===== config.mk =====
export PLATFORM = sky130hd
export DESIGN_NAME = textured_triangle_rasterizer_top
export DESIGN_NICKNAME = d
export VERILOG_FILES = /design/src/rtl/core/trr_pkg.sv /design/src/rtl/core/textured_triangle_rasterizer_top.sv
export SDC_FILE = /design/constraint.sdc
export NUM_CORES = 2
export LEC_CHECK = 0
export ABC_AREA = 0
export ABC_CLOCK_PERIOD_IN_PS = 41800
export BUFFER_PORTS_ARGS = -buffer_cell sky130_fd_sc_hd__buf_2
export CAP_MARGIN = 15
export CORE_MARGIN = 1
export CORE_UTILIZATION = 60
export DETAILED_ROUTE_END_ITERATION = 6
export GPL_ROUTABILITY_DRIVEN = 0
export MAX_ROUTING_LAYER = met4
export PLACE_DENSITY = 0.75
export SYNTH_ARGS = -nofsm -noshare
export SYNTH_HDL_FRONTEND = slang
export SYNTH_SLANG_ARGS = --single-unit

===== constraint.sdc =====
create_clock -name clk_i -period 41.8 [get_ports clk_i]
set_input_delay 2.09 -clock clk_i [delete_from_list [all_inputs] [get_ports clk_i]]
set_output_delay 2.09 -clock clk_i [all_outputs]
set_load 0.005 [all_outputs]

===== src/rtl/core/trr_pkg.sv =====
// ----------------------------------------------------------------------------
// trr_pkg: shared definitions for the textured triangle rasterizer
// Field widths, register map, operation codes and the sequencer states.
// ----------------------------------------------------------------------------
package trr_pkg;

  localparam int unsigned COORD_BITS = 16;
  localparam int unsigned AREA_W     = 36;
  localparam int unsigned DIFF_W     = 17;
  localparam int unsigned PROD_W     = AREA_W + DIFF_W;
  localparam int unsigned SUM_W      = 55;
  localparam int unsigned QUOT_W     = SUM_W + 1;
  localparam int unsigned OUT_DATA_W = 152;

  localparam logic OP_LOAD  = 1'b0;
  localparam logic OP_PIXEL = 1'b1;

  localparam logic KIND_BOX   = 1'b0;
  localparam logic KIND_PIXEL = 1'b1;

  localparam logic [1:0] SLOT_LAST = 2'd2;
  localparam logic [1:0] SLOT_NONE = 2'd3;

  localparam logic [1:0] REG_CANVAS_W  = 2'd0;
  localparam logic [1:0] REG_CANVAS_H  = 2'd1;
  localparam logic [1:0] REG_TEXTURE_W = 2'd2;
  localparam logic [1:0] REG_TEXTURE_H = 2'd3;

  localparam logic [3:0] STEP_AREA_END = 4'd1;
  localparam logic [3:0] STEP_W2_END   = 4'd3;
  localparam logic [3:0] STEP_EDGE_END = 4'd5;
  localparam logic [3:0] STEP_SU_END   = 4'd8;
  localparam logic [3:0] STEP_LAST     = 4'd11;

  typedef enum logic [4:0] {
    ST_IDLE = 5'b00001,
    ST_MUL  = 5'b00010,
    ST_CHK  = 5'b00100,
    ST_DIV  = 5'b01000,
    ST_FIN  = 5'b10000
  } state_e;

endpackage


===== src/rtl/core/textured_triangle_rasterizer_top.sv =====
// ----------------------------------------------------------------------------
// textured_triangle_rasterizer_top
// Edge-function triangle set-up and pixel test with barycentric u/v, built
// around one shared multiply-accumulate unit and one radix-2 divider.
// ----------------------------------------------------------------------------
// A vertex load of slot 0, 1 or 3 is done in the idle state; a slot 2 load
// runs two multiply-accumulate steps. A pixel test goes straight to the
// result when degenerate, stops after the edge check when not covered, and
// when covered runs twelve multiplier steps and two 55-step divisions.
// One item is in flight at a time; the next is taken once the result beat
// has left. Reset is asynchronous, active low, and restores the registers.
module textured_triangle_rasterizer_top (
  input  logic         clk_i,
  input  logic         rst_ni,
  // tuser: opcode[0], vertex_slot[2:1]
  input  logic         s_axis_tvalid,
  output logic         s_axis_tready,
  input  logic [2:0]   s_axis_tuser,
  // tdata: pos_x[15:0], pos_y[31:16], tex_u_in[47:32], tex_v_in[63:48]
  input  logic [63:0]  s_axis_tdata,
  output logic         m_axis_tvalid,
  input  logic         m_axis_tready,
  // tuser: result_kind[0]
  output logic         m_axis_tuser,
  // tdata: box_min_x[14:0], box_min_y[29:15], box_max_x[45:30],
  // box_max_y[61:46], degenerate[62], pixel_x[78:63], pixel_y[94:79],
  // covered[95], tex_u_out[111:96], tex_v_out[127:112], in_texture[128],
  // zero fill [151:129]
  output logic [trr_pkg::OUT_DATA_W-1:0] m_axis_tdata,
  input  logic         psel,
  input  logic         penable,
  input  logic         pwrite,
  input  logic [3:0]   paddr,
  input  logic [31:0]  pwdata,
  output logic [31:0]  prdata,
  output logic         pready
);

  localparam int unsigned CB = trr_pkg::COORD_BITS;
  localparam int unsigned AW = trr_pkg::AREA_W;
  localparam int unsigned DW = trr_pkg::DIFF_W;
  localparam int unsigned PW = trr_pkg::PROD_W;
  localparam int unsigned SW = trr_pkg::SUM_W;
  localparam int unsigned QW = trr_pkg::QUOT_W;

  // Configuration registers.
  logic [14:0] cw_q, ch_q, tw_q, th_q;
  logic        cfg_wr;

  assign pready = 1'b1;
  assign cfg_wr = psel & penable & pwrite;

  always_ff @(posedge clk_i or negedge rst_ni) begin
    if (!rst_ni) begin
      cw_q <= 15'd320;
      ch_q <= 15'd240;
      tw_q <= 15'd256;
      th_q <= 15'd256;
    end else if (cfg_wr) begin
      case (paddr[3:2])
        trr_pkg::REG_CANVAS_W:  cw_q <= pwdata[14:0];
        trr_pkg::REG_CANVAS_H:  ch_q <= pwdata[14:0];
        trr_pkg::REG_TEXTURE_W: tw_q <= pwdata[14:0];
        trr_pkg::REG_TEXTURE_H: th_q <= pwdata[14:0];
        default: ;
      endcase
    end
  end

  always_comb begin
    case (paddr[3:2])
      trr_pkg::REG_CANVAS_W:  prdata = {17'd0, cw_q};
      trr_pkg::REG_CANVAS_H:  prdata = {17'd0, ch_q};
      trr_pkg::REG_TEXTURE_W: prdata = {17'd0, tw_q};
      trr_pkg::REG_TEXTURE_H: prdata = {17'd0, th_q};
      default:                prdata = 32'd0;
    endcase
  end

  // Input fields.
  logic              in_op;
  logic [1:0]        in_slot;
  logic signed [15:0] in_x, in_y;
  logic              in_acc;

  assign in_op   = s_axis_tuser[0];
  assign in_slot = s_axis_tuser[2:1];
  assign in_x    = 16'(signed'(s_axis_tdata[CB-1:0]));
  assign in_y    = 16'(signed'(s_axis_tdata[16+CB-1:16]));
  assign in_acc  = s_axis_tvalid & s_axis_tready;

  // Vertex store and sequencer state.
  logic signed [15:0] vx_q [3];
  logic signed [15:0] vy_q [3];
  logic signed [15:0] vu_q [3];
  logic signed [15:0] vv_q [3];
  logic signed [AW-1:0] area_q, w1_q, w2_q, w3_q;
  logic signed [SW-1:0] acc_q, su_q, sv_q;
  logic signed [15:0] pt_x_q, pt_y_q;
  logic               pixel_q, cov_q, div_v_q, qneg_q;
  logic [3:0]         step_q;
  logic [5:0]         dcnt_q;
  logic [SW-1:0]      dq_q;
  logic [AW:0]        rem_q;
  logic [AW-1:0]      dvs;
  logic signed [QW-1:0] qu_q, qv_q;
  trr_pkg::state_e    state_q;
  logic               m_valid_q;
  logic               m_kind_q;
  logic [trr_pkg::OUT_DATA_W-1:0] m_data_q;

  assign s_axis_tready = (state_q == trr_pkg::ST_IDLE) & ~m_valid_q;
  assign m_axis_tvalid = m_valid_q;
  assign m_axis_tuser  = m_kind_q;
  assign m_axis_tdata  = m_data_q;

  // Shared multiply-accumulate unit: operand selection per step.
  logic signed [AW-1:0] op_a;
  logic signed [DW-1:0] op_b;
  logic                 op_sub, op_first;
  logic signed [PW-1:0] prod;
  logic signed [SW-1:0] acc_d;

  always_comb begin
    op_a  = '0;
    op_b  = '0;
    op_sub = 1'b0;
    op_first = 1'b0;
    case (step_q)
      4'd0: begin
        op_a = AW'(DW'(pt_x_q) - DW'(vx_q[1])); op_b = DW'(vy_q[2]) - DW'(vy_q[1]);
        op_first = 1'b1;
      end
      4'd1: begin
        op_a = AW'(DW'(pt_y_q) - DW'(vy_q[1])); op_b = DW'(vx_q[2]) - DW'(vx_q[1]);
        op_sub = 1'b1;
      end
      4'd2: begin
        op_a = AW'(DW'(pt_x_q) - DW'(vx_q[2])); op_b = DW'(vy_q[0]) - DW'(vy_q[2]);
        op_first = 1'b1;
      end
      4'd3: begin
        op_a = AW'(DW'(pt_y_q) - DW'(vy_q[2])); op_b = DW'(vx_q[0]) - DW'(vx_q[2]);
        op_sub = 1'b1;
      end
      4'd4: begin
        op_a = AW'(DW'(pt_x_q) - DW'(vx_q[0])); op_b = DW'(vy_q[1]) - DW'(vy_q[0]);
        op_first = 1'b1;
      end
      4'd5: begin
        op_a = AW'(DW'(pt_y_q) - DW'(vy_q[0])); op_b = DW'(vx_q[1]) - DW'(vx_q[0]);
        op_sub = 1'b1;
      end
      4'd6:  begin op_a = w1_q; op_b = DW'(vu_q[0]); op_first = 1'b1; end
      4'd7:  begin op_a = w2_q; op_b = DW'(vu_q[1]); end
      4'd8:  begin op_a = w3_q; op_b = DW'(vu_q[2]); end
      4'd9:  begin op_a = w1_q; op_b = DW'(vv_q[0]); op_first = 1'b1; end
      4'd10: begin op_a = w2_q; op_b = DW'(vv_q[1]); end
      4'd11: begin op_a = w3_q; op_b = DW'(vv_q[2]); end
      default: ;
    endcase
    prod  = PW'(op_a) * PW'(op_b);
    acc_d = (op_first ? SW'(0) : acc_q) + (op_sub ? -SW'(prod) : SW'(prod));
  end

  // Restoring divider step on magnitudes.
  logic [AW:0] rem_sh;
  logic        rem_ge;

  assign dvs    = area_q[AW-1] ? AW'(-area_q) : AW'(area_q);
  assign rem_sh = {rem_q[AW-1:0], dq_q[SW-1]};
  assign rem_ge = rem_sh >= {1'b0, dvs};

  // Edge sign test.
  logic cov_d;
  assign cov_d = (~w1_q[AW-1] & ~w2_q[AW-1] & ~w3_q[AW-1]) |
                 ((w1_q[AW-1] | w1_q == '0) & (w2_q[AW-1] | w2_q == '0) &
                  (w3_q[AW-1] | w3_q == '0));

  // Bounding box, clipped to the canvas.
  logic signed [15:0] mnx, mny, mxx, mxy;
  logic signed [16:0] cwm1, chm1;
  logic [14:0]        bmnx, bmny;
  logic [15:0]        bmxx, bmxy;

  always_comb begin
    mnx = vx_q[0];
    if (vx_q[1] < mnx) mnx = vx_q[1];
    if (vx_q[2] < mnx) mnx = vx_q[2];
    mny = vy_q[0];
    if (vy_q[1] < mny) mny = vy_q[1];
    if (vy_q[2] < mny) mny = vy_q[2];
    mxx = vx_q[0];
    if (vx_q[1] > mxx) mxx = vx_q[1];
    if (vx_q[2] > mxx) mxx = vx_q[2];
    mxy = vy_q[0];
    if (vy_q[1] > mxy) mxy = vy_q[1];
    if (vy_q[2] > mxy) mxy = vy_q[2];
    cwm1 = signed'({2'b00, cw_q}) - 17'sd1;
    chm1 = signed'({2'b00, ch_q}) - 17'sd1;
    bmnx = mnx[15] ? 15'd0 : mnx[14:0];
    bmny = mny[15] ? 15'd0 : mny[14:0];
    bmxx = (17'(mxx) > cwm1) ? cwm1[15:0] : mxx;
    bmxy = (17'(mxy) > chm1) ? chm1[15:0] : mxy;
  end

  logic in_tex;
  assign in_tex = ~qu_q[QW-1] & (qu_q < QW'(tw_q)) & ~qv_q[QW-1] & (qv_q < QW'(th_q));

  logic [QW-1:0] qmag;
  assign qmag = {1'b0, dq_q[SW-2:0], rem_ge};

  always_ff @(posedge clk_i or negedge rst_ni) begin
    if (!rst_ni) begin
      state_q   <= trr_pkg::ST_IDLE;
      m_valid_q <= 1'b0;
      step_q    <= '0;
      dcnt_q    <= '0;
      area_q    <= '0;
      for (int i = 0; i < 3; i++) begin
        vx_q[i] <= '0; vy_q[i] <= '0; vu_q[i] <= '0; vv_q[i] <= '0;
      end
    end else begin
      if (m_valid_q && m_axis_tready) m_valid_q <= 1'b0;
      case (state_q)
        trr_pkg::ST_IDLE: begin
          if (in_acc) begin
            step_q  <= '0;
            pixel_q <= in_op;
            cov_q   <= 1'b0;
            qu_q    <= '0;
            qv_q    <= '0;
            if (in_op == trr_pkg::OP_LOAD) begin
              if (in_slot != trr_pkg::SLOT_NONE) begin
                vx_q[in_slot] <= in_x;
                vy_q[in_slot] <= in_y;
                vu_q[in_slot] <= s_axis_tdata[47:32];
                vv_q[in_slot] <= s_axis_tdata[63:48];
              end
              pt_x_q <= vx_q[0];
              pt_y_q <= vy_q[0];
              if (in_slot == trr_pkg::SLOT_LAST) state_q <= trr_pkg::ST_MUL;
            end else begin
              pt_x_q  <= in_x;
              pt_y_q  <= in_y;
              state_q <= (area_q == '0) ? trr_pkg::ST_FIN : trr_pkg::ST_MUL;
            end
          end
        end
        trr_pkg::ST_MUL: begin
          acc_q  <= acc_d;
          step_q <= step_q + 4'd1;
          case (step_q)
            trr_pkg::STEP_AREA_END: begin
              if (!pixel_q) begin
                area_q  <= acc_d[AW-1:0];
                state_q <= trr_pkg::ST_FIN;
              end else begin
                w1_q <= acc_d[AW-1:0];
              end
            end
            trr_pkg::STEP_W2_END: w2_q <= acc_d[AW-1:0];
            trr_pkg::STEP_EDGE_END: begin
              w3_q    <= acc_d[AW-1:0];
              state_q <= trr_pkg::ST_CHK;
            end
            trr_pkg::STEP_SU_END: su_q <= acc_d;
            trr_pkg::STEP_LAST: begin
              sv_q    <= acc_d;
              dq_q    <= SW'(su_q[SW-1] ? -su_q : su_q);
              qneg_q  <= su_q[SW-1] ^ area_q[AW-1];
              rem_q   <= '0;
              dcnt_q  <= '0;
              div_v_q <= 1'b0;
              state_q <= trr_pkg::ST_DIV;
            end
            default: ;
          endcase
        end
        trr_pkg::ST_CHK: begin
          cov_q   <= cov_d;
          state_q <= cov_d ? trr_pkg::ST_MUL : trr_pkg::ST_FIN;
        end
        trr_pkg::ST_DIV: begin
          if (dcnt_q == 6'(SW - 1)) begin
            dcnt_q <= '0;
            rem_q  <= '0;
            if (!div_v_q) begin
              qu_q    <= qneg_q ? -qmag : qmag;
              dq_q    <= SW'(sv_q[SW-1] ? -sv_q : sv_q);
              qneg_q  <= sv_q[SW-1] ^ area_q[AW-1];
              div_v_q <= 1'b1;
            end else begin
              qv_q    <= qneg_q ? -qmag : qmag;
              state_q <= trr_pkg::ST_FIN;
            end
          end else begin
            rem_q  <= rem_ge ? (rem_sh - {1'b0, dvs}) : rem_sh;
            dq_q   <= {dq_q[SW-2:0], rem_ge};
            dcnt_q <= dcnt_q + 6'd1;
          end
        end
        trr_pkg::ST_FIN: begin
          m_valid_q <= 1'b1;
          m_data_q  <= '0;
          if (!pixel_q) begin
            m_kind_q        <= trr_pkg::KIND_BOX;
            m_data_q[14:0]  <= bmnx;
            m_data_q[29:15] <= bmny;
            m_data_q[45:30] <= bmxx;
            m_data_q[61:46] <= bmxy;
            m_data_q[62]    <= (area_q == '0);
          end else begin
            m_kind_q          <= trr_pkg::KIND_PIXEL;
            m_data_q[62]      <= (area_q == '0);
            m_data_q[78:63]   <= pt_x_q;
            m_data_q[94:79]   <= pt_y_q;
            m_data_q[95]      <= cov_q;
            m_data_q[111:96]  <= qu_q[15:0];
            m_data_q[127:112] <= qv_q[15:0];
            m_data_q[128]     <= cov_q & in_tex;
          end
          state_q <= trr_pkg::ST_IDLE;
        end
        default: state_q <= trr_pkg::ST_IDLE;
      endcase
    end
  end

  // A waiting result beat blocks new input.
  a_no_accept_while_busy: assert property (@(posedge clk_i) disable iff (!rst_ni)
    m_valid_q |-> !s_axis_tready) else $error("input accepted with result pending");

  // Coverage is never reported for a degenerate triangle.
  a_cov_not_degen: assert property (@(posedge clk_i) disable iff (!rst_ni)
    m_valid_q |-> !(m_data_q[95] && m_data_q[62])) else $error("degenerate covered");

  // The texture hit implies coverage.
  a_tex_needs_cov: assert property (@(posedge clk_i) disable iff (!rst_ni)
    m_valid_q && m_data_q[128] |-> m_data_q[95]) else $error("in_texture without cover");

  // The divider only runs on a covered pixel.
  a_div_covered: assert property (@(posedge clk_i) disable iff (!rst_ni)
    state_q == trr_pkg::ST_DIV |-> cov_q && pixel_q) else $error("divide without cover");

endmodule


Yosys cells after proc, flatten, opt, wreduce, memory -nomap -nowiden. Index checks and enable logic that the tools add are counted.

Add/sub/neg operators: 23. $mul: 1. Order comparisons: 15. Equal/unequal tests: 31. Muxes and demuxes: 71. Bitwise operators: 27. Reduce and logical (&&, ||, !) cells: 44.

Operators by type and width (number): $mux W55 (7); $mux W56 (6); $pmux W36 S9 (1); $pmux W56 S2 (2); $mux W16 (13); $pmux W17 S12 (1); $sub A16 B16 Y17 (12); $bwmux W48 (4); $logic_not A36 Y1 (4); $mux W36 (4); $pmux W32 S4 (1); $lt A56 B15 Y1 (2); $neg A55 Y55 (2); $pmux W55 S2 (1); $gt A16 B16 Y1 (6); $pmux W36 S2 (1); $lt A16 B16 Y1 (4); $neg A55 Y56 (1); $add A55 B55 Y55 (1); $neg A53 Y55 (1); $mul A36 B17 Y53 (1); $mux W5 (8); $ge A37 B36 Y1 (1); $neg A36 Y36 (1); other kinds (49) (127).

Register bits: 946. Bits of input ports: 110.

Logic depth before layout (Yosys ltp).
Word-level depth: 8. Mapped depth: 56. Depth with buffers taken out: 52.

Least setup slack after synthesis. OpenSTA, ideal clock, no wires.

Path type: register to register. From: register vx_q[17] in the netlist's numbering. To: register acc_q[51], data pin. Library setup time: 267 ps. Arrival time: 13540 ps. Data required time: 41533 ps. Slack: 27992 ps. Cell stages (with the launch flop): 48. Buffers on the path: 2. Clock period less this slack: 13808 ps. Path through: dfrtp_1 inv_1 ha_1 nor2b_1 o21ai_0 nand2b_1 a21o_1 a21o_1 a31oi_1 o211ai_1 o311ai_0 o21ai_0 xor2_1 a2111oi_0 clkbuf_1 nand2b_1 fa_1 fa_1 [... 12 more ...] and3_1 nor4_1 nand3_1 o41a_1 xor2_1 ha_1 clkbuf_1 nand3_1 or3_1 o221a_2 nand2_1 a21oi_1 o31ai_1 a221oi_1 o21ai_0 nor4_1 o41a_1 xnor2_1.

Cells in the longest elaborated chain, start to end: 6.

RTL lines: start: declaration (line textured_triangle_rasterizer_top.sv:93) `logic signed [15:0] vx_q [3];`; start signal: indexed assignment (line textured_triangle_rasterizer_top.sv:235) `vx_q[in_slot] <= in_x;`; $sub A16 B16 Y17 (on tied branches) (line textured_triangle_rasterizer_top.sv:151, textured_triangle_rasterizer_top.sv:131, textured_triangle_rasterizer_top.sv:135); $pmux W17 S12 / $pmux W36 S9 (equally long branches) (line textured_triangle_rasterizer_top.sv:129) `case (step_q)`; $mul A36 B17 Y53 * (line textured_triangle_rasterizer_top.sv:162) `prod = PW'(op_a) * PW'(op_b);`; $neg A53 Y55 (line textured_triangle_rasterizer_top.sv:163) `acc_d = (op_first ? SW'(0) : acc_q) + (op_sub ? -SW'(prod) : SW'(prod));`; $mux W55 * (line textured_triangle_rasterizer_top.sv:163); $add A55 B55 Y55 * (line textured_triangle_rasterizer_top.sv:163); net acc_d[51] (line textured_triangle_rasterizer_top.sv:122) `logic signed [SW-1:0] acc_d;`; end signal: assignment (line textured_triangle_rasterizer_top.sv:251) `acc_q <= acc_d;`; end: declaration (line textured_triangle_rasterizer_top.sv:98) `logic signed [SW-1:0] acc_q, su_q, sv_q;`.

The timed path passes the listed nets; every way through them passes the cells marked *. A chain may end at the register's enable or synchronous reset.

Worst setup path after layout.
From: register vy_q[33] in the netlist's numbering. To: register acc_q[53], data pin.

Cells in the longest elaborated chain, start to end: 6.

RTL lines: start: declaration (line textured_triangle_rasterizer_top.sv:94) `logic signed [15:0] vy_q [3];`; start signal: indexed assignment (line textured_triangle_rasterizer_top.sv:236) `vy_q[in_slot] <= in_y;`; $sub A16 B16 Y17 (on tied branches) (line textured_triangle_rasterizer_top.sv:147, textured_triangle_rasterizer_top.sv:139, textured_triangle_rasterizer_top.sv:151); $pmux W17 S12 / $pmux W36 S9 (equally long branches) (line textured_triangle_rasterizer_top.sv:129); $mul A36 B17 Y53 * (line textured_triangle_rasterizer_top.sv:162); $neg A53 Y55 (line textured_triangle_rasterizer_top.sv:163); $mux W55 * (line textured_triangle_rasterizer_top.sv:163); $add A55 B55 Y55 * (line textured_triangle_rasterizer_top.sv:163); net acc_d[53] (line textured_triangle_rasterizer_top.sv:122).

Marks and branches as above.

==> flow_summary.json <==
{
  "area_growth_pct": 8.091,
  "cts_buffers": 100,
  "rsz0062_at_grt": "no",
  "first_pass_iters": 7,
  "final_core_util": 0.6564,
  "design.portCount": 298,
  "place_ws_ns": 26.02,
  "ys_seq_area_frac": 0.3302,
  "numPortBuffers": 237,
  "drc_errors": 8,
  "post-route-period-util": 0.3866,
  "layout_min_cycle_time_ns": 16.16,
  "rows": 134,
  "syn-instance-count": 8362,
  "cap_violations": 0,
  "die_area_um2": 137200,
  "status": "finished with violations",
  "holdBufCountCts": 0,
  "ys.flop_type": "edfxtp_1",
  "slew_headroom": 0.1266,
  "wl_mm": 251.6,
  "met2_wirelength_mm": 114.0,
  "detail_route.wl_per_cell_um": 24.33,
  "clock_path_buffers": 3,
  "path_buf_inv": 5,
  "setup_tns_ns": 0,
  "highest_layer": "met4",
  "drive_gt1_frac": 0.09820,
  "violations": "design-rule violations",
  "hold_class": "reg -> reg",
  "die_y_um": 370.5,
  "cts_tree": "built",
  "yosysTopAreaCell": "edfxtp_1",
  "crit_family": "compound AO/OA/AOI/OAI gates",
  "crit_path_end_kind": "flip-flop",
  "synth_enable_flop_cells": 642,
  "cts.repair.resized": 0,
  "dieWidth_um": 370.5,
  "htreeDepth": 3,
  "met1_length_mm": 92.85,
  "path_clk_slew_ns": 0.06,
  "nNetsFinal": 9705,
  "synth_area_leaders": "edfxtp_1 (24%), fa_1 (15%), dfrtp_1 (9.1%)",
  "cp.arrival_ns": 16.68,
  "ant_nets": 0,
  "drtIter0Drc": 7571,
  "final-hold-violation-count": 0,
  "slowest_stage": "a221oi_1",
  "grt_max_degree": 110,
  "async_reset_ff_frac": 0.3214,
  "avgSynthCellArea_um2": 9.741,
  "grt_overflow": 0,
  "cp_max_fo": 12,
  "syn-cell-area_um2": 81450,
  "critPathKind": "reg -> reg",
  "setup_viol": 0,
  "cts_sinks": 946,
  "worst_pin_slew_ns": 1.301,
  "cp_common_cell": "fa_1",
  "start_util": 0.6073,
  "insertion_delay_ns": 0.76,
  "place_hpwl_mm": 190.3,
  "layout_setup_ws_ns": 25.64,
  "finalClockSkew_ns": 0.07037,
  "postCtsSetupRepairBufs": 0,
  "fmax_mhz": 61.89,
  "yosys_warnings": 0,
  "grt_pass1_vias": 65821,
  "synth_top_area_share": 0.2367,
  "num_vias": 66505,
  "cts-root-buf": "clkbuf_16",
  "hold_slack_ns": 0.5063,
  "slowest_delay_ns": 1.00,
  "avgViaCountPerCell": 6.432,
  "ys_ff_latch": 946,
  "crit_path_start_kind": "flip-flop",
  "r2r_setup_slack_ns": 25.64,
  "synth_cell_types": 87,
  "grt_pass1_wl_mm": 384.4,
  "core_area_um2": 134100,
  "antenna_found_initial": 25,
  "grt_use_total": 0.3779,
  "slew_viol_final": 0,
  "wl_met3_mm": 26.59,
  "worstPathRequired_ns": 42.32
}
==> synthesized netlist by cell type (all sizes together), types with 41 or more instances <==
cell type / count
a211oi: 98
a21o: 116
a21oi: 379
a22oi: 45
a31oi: 69
and2: 232
and3: 41
buf: 57
clkbuf: 326
dfrtp: 295
edfxtp: 642
fa: 596
ha: 540
inv: 853
mux2: 176
mux2i: 106
nand2: 841
nand2b: 94
nand3: 120
nand4: 85
nor2: 595
nor2b: 120
nor3: 125
nor4: 85
o21a: 51
o21ai: 424
o31ai: 99
o41ai: 49
or3: 73
or4: 47
xnor2: 219
xor2: 295
==> state kept, by name (all words and copies together), names as in the netlist, 48 cells and up <==
signal,count
vu_q,48
dq_q,55
qu_q,56
m_axis_tdata,129
vv_q,48
sv_q,55
acc_q,55
su_q,55
vx_q,48
qv_q,56
vy_q,48
==> per-stage QoR <==
stage | cell area [um^2] | cells
after global routing | 88030 | 10334
after CTS | 87910 | 10307
after detailed placement | 84440 | 10120
final | 88040 | 10339
after global placement | 84440 | 10120
after floorplan | 81600 | 8401
==> path summary, 6_finish.rpt <==
check | endpoint | cells past startpoint | from
worst max register to register | acc_q[53] | 46 | vy_q[33]
worst min register to register | vv_q[25] | 1 | vv_q[25]
min in group asynchronous | cw_q[14] | 1 | rst_ni
worst min-delay path | vv_q[25] | 1 | vv_q[25]
max in group asynchronous | vv_q[31] | 2 | rst_ni
worst max-delay path | acc_q[53] | 46 | vy_q[33]
==> kinds of logic after synthesis <==
kind of cell,Yosys count,share of synthesized area
AO/OA/AOI/OAI,1641,0.1302
XOR/XNOR,514,0.05527
adder cells (fa/ha/maj),1136,0.2294
buffers and inverters,1240,0.05903
flip-flops,946,0.3302
multiplexers,297,0.04151
other,2,0.00009220
AND/OR/NAND/NOR,2586,0.1542
==> metal layers <==
layer | track usage | vias up
met4 | 0.2306 | 0
li1 | - | 29222
met2 | 0.5727 | 3906
met3 | 0.07976 | 936
met1 | 0.4645 | 32441
met5 | - | -
==> layout by cell type (no fill, tap or decap), types with 29 or more instances in the layout <==
cell,netlist,final
a211oi_1,98,96
a21boi_0,29,29
a21o_1,116,116
a21oi_1,379,374
a22oi_1,45,45
a31oi_1,69,69
and2_1,231,231
and3_1,41,40
and4_1,30,30
buf_2,0,237
buf_4,41,98
clkbuf_16,0,102
conb_1,2,41
dfrtp_1,295,295
edfxtp_1,642,642
fa_1,596,596
ha_1,540,540
inv_1,853,852
mux2_2,176,176
mux2i_1,106,106
nand2_1,841,841
nand2b_1,93,93
nand3_1,120,120
nand4_1,85,85
nor2_1,595,589
nor2b_1,120,119
nor3_1,125,107
nor4_1,85,82
o211ai_1,33,33
o21a_1,51,51
o21ai_0,423,423
o22ai_1,31,30
o31ai_1,97,96
o41ai_1,48,47
or2_2,38,38
or3_1,70,69
or4_1,41,41
xnor2_1,219,219
xor2_1,295,295
==> area by class of cell <==
class / count / area [um^2]
clock inverters: 62 / 737.0
repair buffers: 339 / 1988
fillers: 10534 / 46090
multi-input cells: 6215 / 50200
well taps: 1768 / 2212
flip-flops and latches: 946 / 26900
clock buffers: 125 / 2726
inverters: 857 / 3217
diodes: 27 / 67.56
Power is not shown: default switching activity piles up to over one toggle a cycle in this logic, so the estimate is an artifact.
